<file path="src/hdl/ebrp_pkg.sv">
package ebrp_pkg;

   // Parser phase codes
   typedef enum logic [3:0] {
      PH_IDLE     = 4'd0,
      PH_TEXT     = 4'd1,
      PH_LEN      = 4'd2,
      PH_NILWAIT  = 4'd3,
      PH_BODY     = 4'd4,
      PH_TRAIL_CR = 4'd5,
      PH_TRAIL_LF = 4'd6,
      PH_SKIP     = 4'd7
   } phase_type;

   // Reply type codes
   localparam logic [1:0] TY_SIMPLE  = 2'd0;
   localparam logic [1:0] TY_BULK    = 2'd1;
   localparam logic [1:0] TY_INTEGER = 2'd2;

   // Status codes
   localparam logic [1:0] ST_OK  = 2'd0;
   localparam logic [1:0] ST_NIL = 2'd1;
   localparam logic [1:0] ST_BAD = 2'd2;

   // EBCDIC characters
   localparam logic [7:0] CH_NUL    = 8'h00;
   localparam logic [7:0] CH_CR     = 8'h0D;
   localparam logic [7:0] CH_LF     = 8'h25;
   localparam logic [7:0] CH_PLUS   = 8'h4E;
   localparam logic [7:0] CH_DOLLAR = 8'h5B;
   localparam logic [7:0] CH_MINUS  = 8'h60;
   localparam logic [7:0] CH_COLON  = 8'h7A;
   localparam logic [7:0] CH_ZERO   = 8'hF0;
   localparam logic [7:0] CH_NINE   = 8'hF9;

   // One result item, without the payload count
   typedef struct packed {
      logic       is_status;
      logic [7:0] data_byte;
      logic [1:0] reply_type;
      logic [1:0] status;
      logic       last;
   } result_type;

endpackage

</file>
<file path="src/hdl/ebcdic_resp_reply_parser.sv">
// The results of a reply byte appear on rsp_ in the cycle after its transfer.
// Throughput: one byte per cycle while rsp_ready is high; a byte that yields two results
// (a held CR flushed together with the next byte) holds the input while the two-entry
// result register drains.
// Reset (synchronous, active high): return to idle awaiting a type byte, empty results.
module ebcdic_resp_reply_parser #(
   parameter int MAX_LENGTH_CHARS = 9,
   parameter int LENGTH_WIDTH     = 30
) (
   input  logic                    clock,
   input  logic                    reset,
   input  logic                    req_valid,
   output logic                    req_ready,
   input  logic [7:0]              req_resp_byte,
   input  logic                    req_end_of_buffer,
   output logic                    rsp_valid,
   input  logic                    rsp_ready,
   output logic                    rsp_is_status,
   output logic [7:0]              rsp_data_byte,
   output logic [1:0]              rsp_reply_type,
   output logic [1:0]              rsp_status,
   output logic [LENGTH_WIDTH-1:0] rsp_payload_count,
   output logic                    rsp_last
);
   import ebrp_pkg::*;

   localparam int LCW = $clog2(MAX_LENGTH_CHARS + 3);
   localparam logic [LENGTH_WIDTH-1:0] LEN_MAX = {LENGTH_WIDTH{1'b1}};
   localparam logic [LCW-1:0] LCNT_LIMIT = LCW'(MAX_LENGTH_CHARS);

   // Parser state
   phase_type               phase_ff, phase_in;
   logic                    hcr_ff, hcr_in;          // CR held until the next byte decides
   logic [1:0]              type_ff, type_in;
   logic [LENGTH_WIDTH-1:0] lval_ff, lval_in;        // bulk length value
   logic [LCW-1:0]          lcnt_ff, lcnt_in;        // length header characters seen
   logic                    lneg_ff, lneg_in;
   logic                    stop_ff, stop_in;        // a non-digit ended the digits
   logic [LENGTH_WIDTH-1:0] rem_ff, rem_in;          // bulk bytes still to stream
   logic [LENGTH_WIDTH-1:0] cnt_ff, cnt_in;          // payload bytes streamed

   // Two-entry result register
   result_type              slot0_ff, slot1_ff;
   logic [LENGTH_WIDTH-1:0] count0_ff, count1_ff;
   logic [1:0]              fill_ff;

   // Results of the byte on the input
   result_type              res_a, res_b;
   logic [LENGTH_WIDTH-1:0] count_a, count_b;
   logic [1:0]              res_n;
   logic                    decided;

   // Helpers
   logic [7:0]              b;
   logic                    at_end;
   phase_type               fin_phase;
   logic [LENGTH_WIDTH-1:0] cnt_inc, cnt_inc2;
   logic [LCW-1:0]          lcnt_p1, lcnt_p2;
   logic                    is_digit;
   logic [LENGTH_WIDTH+3:0] lval_mac;
   logic [LENGTH_WIDTH-1:0] lval_next;
   logic                    take, pop;

   assign b         = req_resp_byte;
   assign at_end    = req_end_of_buffer;
   assign fin_phase = at_end ? PH_IDLE : PH_SKIP;
   assign cnt_inc   = (cnt_ff != LEN_MAX) ? cnt_ff + 1'b1 : cnt_ff;
   assign cnt_inc2  = (cnt_inc != LEN_MAX) ? cnt_inc + 1'b1 : cnt_inc;
   assign lcnt_p1   = lcnt_ff + 1'b1;
   assign lcnt_p2   = lcnt_ff + 2'd2;
   assign is_digit  = (b >= CH_ZERO) && (b <= CH_NINE);

   // Accumulate one decimal digit: value * 10 + digit, saturated
   assign lval_mac  = {lval_ff, 3'b000} + {2'b00, lval_ff, 1'b0} + (LENGTH_WIDTH + 4)'(b[3:0]);
   assign lval_next = (lval_mac > (LENGTH_WIDTH + 4)'(LEN_MAX)) ?
                      LEN_MAX : lval_mac[LENGTH_WIDTH-1:0];

   // Accept a byte once its results fit: result register empty or draining its last entry
   assign req_ready = (fill_ff == 2'd0) || ((fill_ff == 2'd1) && rsp_ready);
   assign take      = req_valid && req_ready;
   assign rsp_valid = (fill_ff != 2'd0);
   assign pop       = rsp_valid && rsp_ready;

   // Next state and results of one byte
   always_comb begin
      phase_in = phase_ff;
      hcr_in   = hcr_ff;
      type_in  = type_ff;
      lval_in  = lval_ff;
      lcnt_in  = lcnt_ff;
      lneg_in  = lneg_ff;
      stop_in  = stop_ff;
      rem_in   = rem_ff;
      cnt_in   = cnt_ff;
      res_a    = '0;
      res_b    = '0;
      count_a  = '0;
      count_b  = '0;
      res_n    = 2'd0;
      decided  = 1'b0;

      unique case (phase_ff)
         PH_IDLE: begin
            // Start a fresh reply
            hcr_in  = 1'b0;
            lval_in = '0;
            lcnt_in = '0;
            lneg_in = 1'b0;
            stop_in = 1'b0;
            rem_in  = '0;
            cnt_in  = '0;
            priority if (b == CH_PLUS) begin
               type_in  = TY_SIMPLE;
               phase_in = PH_TEXT;
            end else if (b == CH_COLON) begin
               type_in  = TY_INTEGER;
               phase_in = PH_TEXT;
            end else if (b == CH_DOLLAR) begin
               type_in  = TY_BULK;
               phase_in = PH_LEN;
            end else begin
               type_in          = TY_SIMPLE;
               res_a.is_status  = 1'b1;
               res_a.status     = ST_BAD;
               res_n            = 2'd1;
               decided          = 1'b1;
               phase_in         = fin_phase;
            end
         end

         PH_TEXT: begin
            if (hcr_ff && (b == CH_LF)) begin
               // End of value: empty value is malformed
               hcr_in          = 1'b0;
               res_a.is_status = 1'b1;
               res_a.status    = (cnt_ff == '0) ? ST_BAD : ST_OK;
               count_a         = (cnt_ff == '0) ? '0 : cnt_ff;
               res_n           = 2'd1;
               decided         = 1'b1;
               phase_in        = fin_phase;
            end else if (hcr_ff) begin
               // Lone CR: stream it, then handle this byte
               hcr_in          = 1'b0;
               res_a.data_byte = CH_CR;
               cnt_in          = cnt_inc;
               res_n           = 2'd2;
               priority if (b == CH_NUL) begin
                  res_b.is_status = 1'b1;
                  res_b.status    = ST_BAD;
                  decided         = 1'b1;
                  phase_in        = fin_phase;
               end else if (b == CH_CR) begin
                  hcr_in = 1'b1;
                  res_n  = 2'd1;
               end else begin
                  res_b.data_byte = b;
                  cnt_in          = cnt_inc2;
               end
            end else begin
               priority if (b == CH_NUL) begin
                  res_a.is_status = 1'b1;
                  res_a.status    = ST_BAD;
                  res_n           = 2'd1;
                  decided         = 1'b1;
                  phase_in        = fin_phase;
               end else if (b == CH_CR) begin
                  hcr_in = 1'b1;
               end else begin
                  res_a.data_byte = b;
                  cnt_in          = cnt_inc;
                  res_n           = 2'd1;
               end
            end
         end

         PH_LEN: begin
            if (hcr_ff && (b == CH_LF)) begin
               // Header complete: nil, bad negative, or a body length
               hcr_in = 1'b0;
               if ((lcnt_ff == LCW'(2)) && lneg_ff && (lval_ff == LENGTH_WIDTH'(1)) &&
                   !stop_ff) begin
                  if (at_end) begin
                     res_a.is_status = 1'b1;
                     res_a.status    = ST_NIL;
                     res_n           = 2'd1;
                     decided         = 1'b1;
                     phase_in        = fin_phase;
                  end else begin
                     phase_in = PH_NILWAIT;
                  end
               end else if (lneg_ff && (lval_ff != '0)) begin
                  res_a.is_status = 1'b1;
                  res_a.status    = ST_BAD;
                  res_n           = 2'd1;
                  decided         = 1'b1;
                  phase_in        = fin_phase;
               end else begin
                  rem_in   = lval_ff;
                  phase_in = (lval_ff != '0) ? PH_BODY : PH_TRAIL_CR;
               end
            end else if (hcr_ff) begin
               // Lone CR counts as a non-digit header character
               hcr_in  = 1'b0;
               lcnt_in = lcnt_p1;
               if (lcnt_p1 > LCNT_LIMIT) begin
                  res_a.is_status = 1'b1;
                  res_a.status    = ST_BAD;
                  res_n           = 2'd1;
                  decided         = 1'b1;
                  phase_in        = fin_phase;
               end else begin
                  stop_in = 1'b1;
                  priority if (b == CH_NUL) begin
                     res_a.is_status = 1'b1;
                     res_a.status    = ST_BAD;
                     res_n           = 2'd1;
                     decided         = 1'b1;
                     phase_in        = fin_phase;
                  end else if (b == CH_CR) begin
                     hcr_in = 1'b1;
                  end else begin
                     // Digits already stopped: only the count moves
                     lcnt_in = lcnt_p2;
                     if (lcnt_p2 > LCNT_LIMIT) begin
                        res_a.is_status = 1'b1;
                        res_a.status    = ST_BAD;
                        res_n           = 2'd1;
                        decided         = 1'b1;
                        phase_in        = fin_phase;
                     end
                  end
               end
            end else begin
               priority if (b == CH_NUL) begin
                  res_a.is_status = 1'b1;
                  res_a.status    = ST_BAD;
                  res_n           = 2'd1;
                  decided         = 1'b1;
                  phase_in        = fin_phase;
               end else if (b == CH_CR) begin
                  hcr_in = 1'b1;
               end else begin
                  lcnt_in = lcnt_p1;
                  priority if (lcnt_p1 > LCNT_LIMIT) begin
                     res_a.is_status = 1'b1;
                     res_a.status    = ST_BAD;
                     res_n           = 2'd1;
                     decided         = 1'b1;
                     phase_in        = fin_phase;
                  end else if ((lcnt_p1 == LCW'(1)) && ((b == CH_PLUS) || (b == CH_MINUS))) begin
                     lneg_in = (b == CH_MINUS);
                  end else if (!stop_ff && is_digit) begin
                     lval_in = lval_next;
                  end else begin
                     stop_in = 1'b1;
                  end
               end
            end
         end

         PH_NILWAIT: begin
            // Only a NUL after "-1" CR LF keeps the nil
            res_a.is_status = 1'b1;
            res_a.status    = (b == CH_NUL) ? ST_NIL : ST_BAD;
            res_n           = 2'd1;
            decided         = 1'b1;
            phase_in        = fin_phase;
         end

         PH_BODY: begin
            res_a.data_byte = b;
            cnt_in          = cnt_inc;
            res_n           = 2'd1;
            if (rem_ff <= LENGTH_WIDTH'(1)) begin
               rem_in   = '0;
               phase_in = PH_TRAIL_CR;
            end else begin
               rem_in = rem_ff - 1'b1;
            end
         end

         PH_TRAIL_CR: begin
            if (b == CH_CR) begin
               phase_in = PH_TRAIL_LF;
            end else begin
               res_a.is_status = 1'b1;
               res_a.status    = ST_BAD;
               res_n           = 2'd1;
               decided         = 1'b1;
               phase_in        = fin_phase;
            end
         end

         PH_TRAIL_LF: begin
            res_a.is_status = 1'b1;
            res_a.status    = (b == CH_LF) ? ST_OK : ST_BAD;
            count_a         = (b == CH_LF) ? lval_ff : '0;
            res_n           = 2'd1;
            decided         = 1'b1;
            phase_in        = fin_phase;
         end

         default: begin
            // Drop bytes of a decided reply until the buffer ends
            phase_in = fin_phase;
         end
      endcase

      // Buffer ended before the reply was decided: replace everything with one bad status
      if (at_end && !decided && (phase_ff != PH_SKIP)) begin
         res_a           = '0;
         res_a.is_status = 1'b1;
         res_a.status    = ST_BAD;
         count_a         = '0;
         res_n           = 2'd1;
         phase_in        = PH_IDLE;
      end

      res_a.reply_type = type_in;
      res_b.reply_type = type_in;
      res_a.last       = (res_n == 2'd1);
      res_b.last       = (res_n == 2'd2);
   end

   // Parser state: advance on each input transfer
   always_ff @(posedge clock) begin
      if (reset) begin
         phase_ff <= PH_IDLE;
         hcr_ff   <= 1'b0;
         type_ff  <= TY_SIMPLE;
         lval_ff  <= '0;
         lcnt_ff  <= '0;
         lneg_ff  <= 1'b0;
         stop_ff  <= 1'b0;
         rem_ff   <= '0;
         cnt_ff   <= '0;
      end else if (take) begin
         phase_ff <= phase_in;
         hcr_ff   <= hcr_in;
         type_ff  <= type_in;
         lval_ff  <= lval_in;
         lcnt_ff  <= lcnt_in;
         lneg_ff  <= lneg_in;
         stop_ff  <= stop_in;
         rem_ff   <= rem_in;
         cnt_ff   <= cnt_in;
      end
   end

   // Result register fill level
   always_ff @(posedge clock) begin
      if (reset) begin
         fill_ff <= 2'd0;
      end else if (take) begin
         fill_ff <= res_n;
      end else if (pop) begin
         fill_ff <= fill_ff - 1'b1;
      end
   end

   // Result register payload: load on input transfer, shift on output transfer
   always_ff @(posedge clock) begin
      if (take) begin
         slot0_ff  <= res_a;
         slot1_ff  <= res_b;
         count0_ff <= count_a;
         count1_ff <= count_b;
      end else if (pop) begin
         slot0_ff  <= slot1_ff;
         count0_ff <= count1_ff;
      end
   end

   assign rsp_is_status     = slot0_ff.is_status;
   assign rsp_data_byte     = slot0_ff.data_byte;
   assign rsp_reply_type    = slot0_ff.reply_type;
   assign rsp_status        = slot0_ff.status;
   assign rsp_payload_count = count0_ff;
   assign rsp_last          = slot0_ff.last;

endmodule
</file>
<file path="config.mk">
export PLATFORM = sky130hd
export DESIGN_NAME = ebcdic_resp_reply_parser
export DESIGN_NICKNAME = d
export VERILOG_FILES = /design/src/hdl/ebrp_pkg.sv /design/src/hdl/ebcdic_resp_reply_parser.sv
export SDC_FILE = /design/constraint.sdc
export NUM_CORES = 1
export LEC_CHECK = 0
export BUFFER_PORTS_ARGS = -buffer_cell sky130_fd_sc_hd__buf_2
export CORE_UTILIZATION = 68
export DETAILED_ROUTE_END_ITERATION = 10
export PLACE_DENSITY = 0.87
export SYNTH_ARGS = -nofsm -noshare
export SYNTH_HDL_FRONTEND = slang
export SYNTH_SLANG_ARGS = --single-unit
export TNS_END_PERCENT = 5
</file>
<file path="constraint.sdc">
create_clock -name clock -period 12.5 [get_ports clock]
set_input_delay 1.25 -clock clock [delete_from_list [all_inputs] [get_ports clock]]
set_output_delay 1.25 -clock clock [all_outputs]
set_load 0.05 [all_outputs]
</file>
# Word-level counts from Yosys, hierarchy flattened
# Cells that the tools add are included.
# totals
register_bits	163
in_bits	13
# op_classes
addsub	8
magnitude_cmp	6
n_eq_ne	45
n_mux	165
bitwise_logic	2
n_reduce_logical	39
# op_table
operator	count
$mux 30	26
$pmux 30 s3	2
$pmux 30 s2	2
$mux 4	21
$mux 2	35
$add 30x1->30 const B	2
$ne 30x30->1 const B	2
$mux 1	55
$mux 14	3
$add 33x31->34	1
$add 34x4->34	1
$gt 34x30->1 const B	1
$eq 8x7->1 const B	4
$mux 8	4
$eq 30x1->1 const B	1
$le 30x1->1 const B	1
$logic_not 30->1	1
$reduce_bool 30->1	1
$sub 30x1->30 const B	1
$ne 2x2->1 const B	12
$ne 6x6->1 const B	4
$mux 3	7
$ne 3x3->1 const B	7
$pmux 4 s5	1
38 further kinds	70

# Longest topological paths before layout
# logic_depth
word_depth	15
mapped_depth	20
ltp_nobuf	17

# Least setup slack after synthesis
# No wires, ideal clock.
# synth_path
kind	input to register
startpoint	input req_resp_byte[3]
endpoint	register lval_ff[4]
setup_ns	0.117
arrival_ns	4.704
required_time_ns	12.383
setup_slack_ns	7.679
cell_stages	14
path_cell_list	fa_1 fa_1 a211oi_1 o21bai_1 nand4_1 a21oi_1 a311o_1 o22a_1 a221o_1 mux2i_1 clkbuf_1 clkbuf_1 nand3_1 a22o_1
# synth_between
elab_chain_len	11
elab_cells_between_ends	29
cone_classes	add/sub (1); order compare (3); eq/ne (9); mux (9); reduce/logical (7)
# synth_lines
item	line_no	source
from (decl)	ebcdic_resp_reply_parser.sv:14	input logic [7:0] req_resp_byte,
$add 34x4->34	ebcdic_resp_reply_parser.sv:74	assign lval_mac = {lval_ff, 3'b000} + {2'b00, lval_ff, 1'b0} + (LENGTH_WIDTH + 4)'(b[3:0]);
$gt 34x30->1	ebcdic_resp_reply_parser.sv:75	assign lval_next = (lval_mac > (LENGTH_WIDTH + 4)'(LEN_MAX)) ?
$mux 30	ebcdic_resp_reply_parser.sv:75	
$mux 30	ebcdic_resp_reply_parser.sv:252	end else if (!stop_ff && is_digit) begin
$mux 30	ebcdic_resp_reply_parser.sv:250	end else if ((lcnt_p1 == LCW'(1)) && ((b == CH_PLUS) || (b == CH_MINUS))) begin
$mux 30	ebcdic_resp_reply_parser.sv:244	priority if (lcnt_p1 > LCNT_LIMIT) begin
$mux 30	ebcdic_resp_reply_parser.sv:240	end else if (b == CH_CR) begin
$mux 30	ebcdic_resp_reply_parser.sv:234	priority if (b == CH_NUL) begin
$mux 30	ebcdic_resp_reply_parser.sv:201	end else if (hcr_ff) begin
$mux 30	ebcdic_resp_reply_parser.sv:177	if (hcr_ff && (b == CH_LF)) begin
$pmux 30 s2	ebcdic_resp_reply_parser.sv:102	unique case (phase_ff)
to (signal assigned)	ebcdic_resp_reply_parser.sv:341	lval_ff <= lval_in;
to (decl)	ebcdic_resp_reply_parser.sv:35	logic [LENGTH_WIDTH-1:0] lval_ff, lval_in;
# Parallel ways exist; a longest one is shown, timed or not. The select of a mux whose other input is x is not followed.
# A chain may end at the register's enable or synchronous reset.

# Final worst setup path
# layout_path
startpoint	register cnt_ff[0]
endpoint	register cnt_ff[2]
# layout_between
elab_chain_len	9
elab_cells_between_ends	13
cone_classes	add/sub (2); eq/ne (2); mux (9)
# layout_lines
item	line_no	source
from (decl)	ebcdic_resp_reply_parser.sv:40	logic [LENGTH_WIDTH-1:0] cnt_ff, cnt_in;
from (signal assigned)	ebcdic_resp_reply_parser.sv:346	cnt_ff <= cnt_in;
$add 30x1->30 / $ne 30x30->1 (equally long branches)	ebcdic_resp_reply_parser.sv:67	assign cnt_inc = (cnt_ff != LEN_MAX) ? cnt_ff + 1'b1 : cnt_ff;
$mux 30 *	ebcdic_resp_reply_parser.sv:67	
$add 30x1->30 / $ne 30x30->1 (equally long branches)	ebcdic_resp_reply_parser.sv:68	assign cnt_inc2 = (cnt_inc != LEN_MAX) ? cnt_inc + 1'b1 : cnt_inc;
$mux 30	ebcdic_resp_reply_parser.sv:68	
$mux 30	ebcdic_resp_reply_parser.sv:152	end else if (b == CH_CR) begin
$mux 30	ebcdic_resp_reply_parser.sv:147	priority if (b == CH_NUL) begin
$mux 30	ebcdic_resp_reply_parser.sv:141	end else if (hcr_ff) begin
$mux 30	ebcdic_resp_reply_parser.sv:132	if (hcr_ff && (b == CH_LF)) begin
$pmux 30 s3 *	ebcdic_resp_reply_parser.sv:102	
# Mark *: on every way between the ends. The rest lies on a longest branch, timed or not. The select of a mux whose other input is x is not followed.

==> results_dict.tcl <==
set metrics [dict create \
    cts.hold.buffers_added 0 \
    yosys.area.top_type "dfxtp_1" \
    drt_iter0_drc 1503 \
    crit_arrival_ns 5.50 \
    synthTopCellsByCount "nor2_1 (162), nand2_1 (142), dfxtp_1 (104), a21oi_1 (86), o21ai_0 (82)" \
    wl_per_cell_microns 20.9 \
    antenna_found_initial 0 \
    ios 59 \
    status "complete, no violations" \
    async_reset_ff_frac 0 \
    grt_usage 0.390 \
    setup_viol 0 \
    rsz0062_at_grt "no" \
    cp-startpoint "cnt_ff[0]$_SDFFE_PP0P_" \
    rr_worst_depth 17 \
    grt_overflow 0 \
    dp_hpwl_microns 24700 \
    r2r_start "cnt_ff[0]$_SDFFE_PP0P_" \
    dieHeight_microns 136 \
    wirelength_microns 36000 \
    num_rows 48 \
    finalWorstSetupSlack_ns 7.27 \
    cts_root_buffer "clkbuf_16" \
    slew_viol_final 0 \
    synth_edf_count 56 \
    worst_setup_path_end_kind "register" \
    cts-resized-gates 0 \
    cts_sinks 160 \
    synth_warnings 0 \
    via_count 12208 \
    syn-num-nets 1586 \
    first_pass_iters 6 \
    cp_data_required_time_ns 12.78 \
    diodes 0 \
    ant_nets 0 \
    p_total_mw 2.17 \
    grt_pass1_vias 10904 \
    num-nets-final 1569 \
    clk_latency_ns 0.44 \
    post-cts-setup-buffers 0 \
    skew_ns 0.0128 \
    dieArea_sq_um 18400 \
    r2r_end "cnt_ff[2]$_SDFFE_PP0P_" \
    portBuffers 58 \
    ys_ff_latch 160 \
    ir_drop_v 0.000150 \
    ys_types 94 \
    die_x_microns 136 \
    r2r_slack_ns 7.27 \
    avgSynthCellArea_sq_um 8.10 \
    drc_errors 0 \
    clk_pin_slew_ns 0.06 \
    yosys.cell_count.top_type "nor2_1" \
    powerDensity_nw_per_um2 167 \
    cts-buffers-inserted 17 \
    max-clock-path-buffers 2 \
    netlist_instances 1500 \
    clock.fmax_ghz 0.191 \
    leakagePower_nw 5.05 \
    worst_hold_slack_ns 0.497 \
    post-route-min-period_ns 5.23 \
    pre_cts_slack_ns 7.27 \
    start_util 0.700 \
    gp_congestion 0.985 \
    htree_levels 4 \
    worst_pin_slew_ns 1.23 \
    hold_viol_final 0 \
    tns_ns 0 \
    synth.cell_area_sq_um 12100 \
    coreArea_sq_um 17400 \
    relSlewSlack 0.180 \
    synth_seq_area_share 0.310 \
    synthToLayoutAreaGrowth_pct 7.04 \
    hold_path_class "register to register" \
    cap_violations 0 \
    synth_area_leaders "dfxtp_1 (17%), edfxtp_1 (14%), ha_1 (7.3%), nor2_1 (5.0%), nand2_1 (4.4%)" \
    ys.flop_type "dfxtp_1" \
    min_period_over_period 0.418 \
    crit_type "register to register" \
    grt_first_pass_wirelength_microns 56600 \
    drive_gt1_frac 0.0969 \
    crit_path_start_kind "register" \
    endpoint "cnt_ff[2]$_SDFFE_PP0P_" \
    yosys.area.top_type_share 0.171 \
    cts_tree "built" \
    viasPerCell 7.09 \
    grt_start_max_net_pins 79 \
    crit_fanout 12 \
]
==> flip-flops by register name (all words and copies together) (netlist names) <==
signal and flops:
fill_ff 2, lcnt_ff 4, rsp_data_byte 8, cnt_ff 30, rsp_reply_type 2, lval_ff 30, hcr_ff 1, rsp_status 2
rsp_payload_count 30, phase_ff 3, type_ff 2, rsp_is_status 1, rem_ff 30, rsp_last 1, slot1_ff 12, stop_ff 1
lneg_ff 1
==> metal layers <==
metal	global-route usage	vias up	wire (microns)
met4	0.177	0	1310
met3	0.0920	107	3650
met2	0.630	766	16800
met1	0.492	5706	14200
met5	0	-	0
li1	-	5629	-
==> how the worst min path moves through the flow <==
stage | startpoint | end | depth (start not counted)
floorplan | rem_ff[11]$_SDFFE_PP0P_ | rem_ff[11]$_SDFFE_PP0P_ | 2
global placement | type_ff[0]$_SDFFE_PP0P_ | type_ff[0]$_SDFFE_PP0P_ | 2
detailed placement | rem_ff[11]$_SDFFE_PP0P_ | rem_ff[11]$_SDFFE_PP0P_ | 2
CTS | rem_ff[11]$_SDFFE_PP0P_ | rem_ff[11]$_SDFFE_PP0P_ | 2
global route | fill_ff[1]$_SDFFE_PP0P_ | fill_ff[1]$_SDFFE_PP0P_ | 2
finish | rem_ff[6]$_SDFFE_PP0P_ | rem_ff[6]$_SDFFE_PP0P_ | 2
==> final cells by class <==
cell class | instances | area (sq um)
Clock buffer | 19 | 433
Clock inverter | 13 | 136
Timing Repair Buffer | 77 | 433
Fill cell | 1310 | 4350
Inverter | 27 | 101
Tap cell | 225 | 282
Sequential cell | 160 | 3760
Multi-Input combinational cell | 1200 | 7860
==> layout by cell type (no fill, tap or decap), types with 8 or more instances in the layout <==
cell       instances
inv_1             26
dfxtp_1          104
and3_1            24
nor3_1            38
xor2_1            26
a22oi_1           60
a21oi_1           85
xnor2_1           48
o21ai_0           81
nand3_1           59
a21o_1            17
o31ai_1           17
o22ai_1           23
a31oi_1           20
and2_1            14
ha_1              71
nand4_1           19
o31a_1            10
nand3b_1           9
buf_4             19
a22o_1            31
nor2_1           162
edfxtp_1          56
nor4_1            28
clkbuf_16         17
a211oi_1          21
or4_1             11
nand2_1          142
nand2b_1           8
nor3b_1            8
buf_2             58
or3_1             14
==> stage by stage <==
step / instances / util / cell area (sq um)
floorplan: 1500 / - / 12100
global placement: 1689 / 0.716 / 12400
detailed placement: 1689 / 0.716 / 12400
CTS: 1721 / 0.749 / 13000
global route: 1721 / 0.749 / 13000
finish: 1721 / 0.749 / 13000
==> where the power goes <==
group / internal [mW] / switching, mW / leakage (nW)
clock: 0.294 / 0.229 / 0.268
sequential: 0.639 / 0.0876 / 1.41
combinational: 0.260 / 0.662 / 3.37
total: 1.19 / 0.979 / 5.05
==> critical path, cell delays in order, from the launching register on <==
cell and delay (ns):
dfxtp_1 0.59, ha_1 0.34, and3_1 0.31, nand4_2 0.29
or3_4 0.55, nand2_1 0.10, o21ai_0 0.13, ha_1 0.30
nand2_1 0.10, nor3_1 0.06, a41o_1 0.24, a31oi_1 0.41
a2111oi_4 0.13, and3_4 0.22, a21oi_1 0.76, nand2_1 0.21
xnor2_1 0.21, o22ai_1 0.10
==> kinds of logic after synthesis <==
family,after synthesis,synth area share
simple gates,590,0.248
compound gates,457,0.259
flops,160,0.310
buf+inv,140,0.0476
xor+xnor,74,0.0534
fa+ha+maj,73,0.0764
mux,6,0.00494
Note: power is estimated with default switching activity, not from simulation.
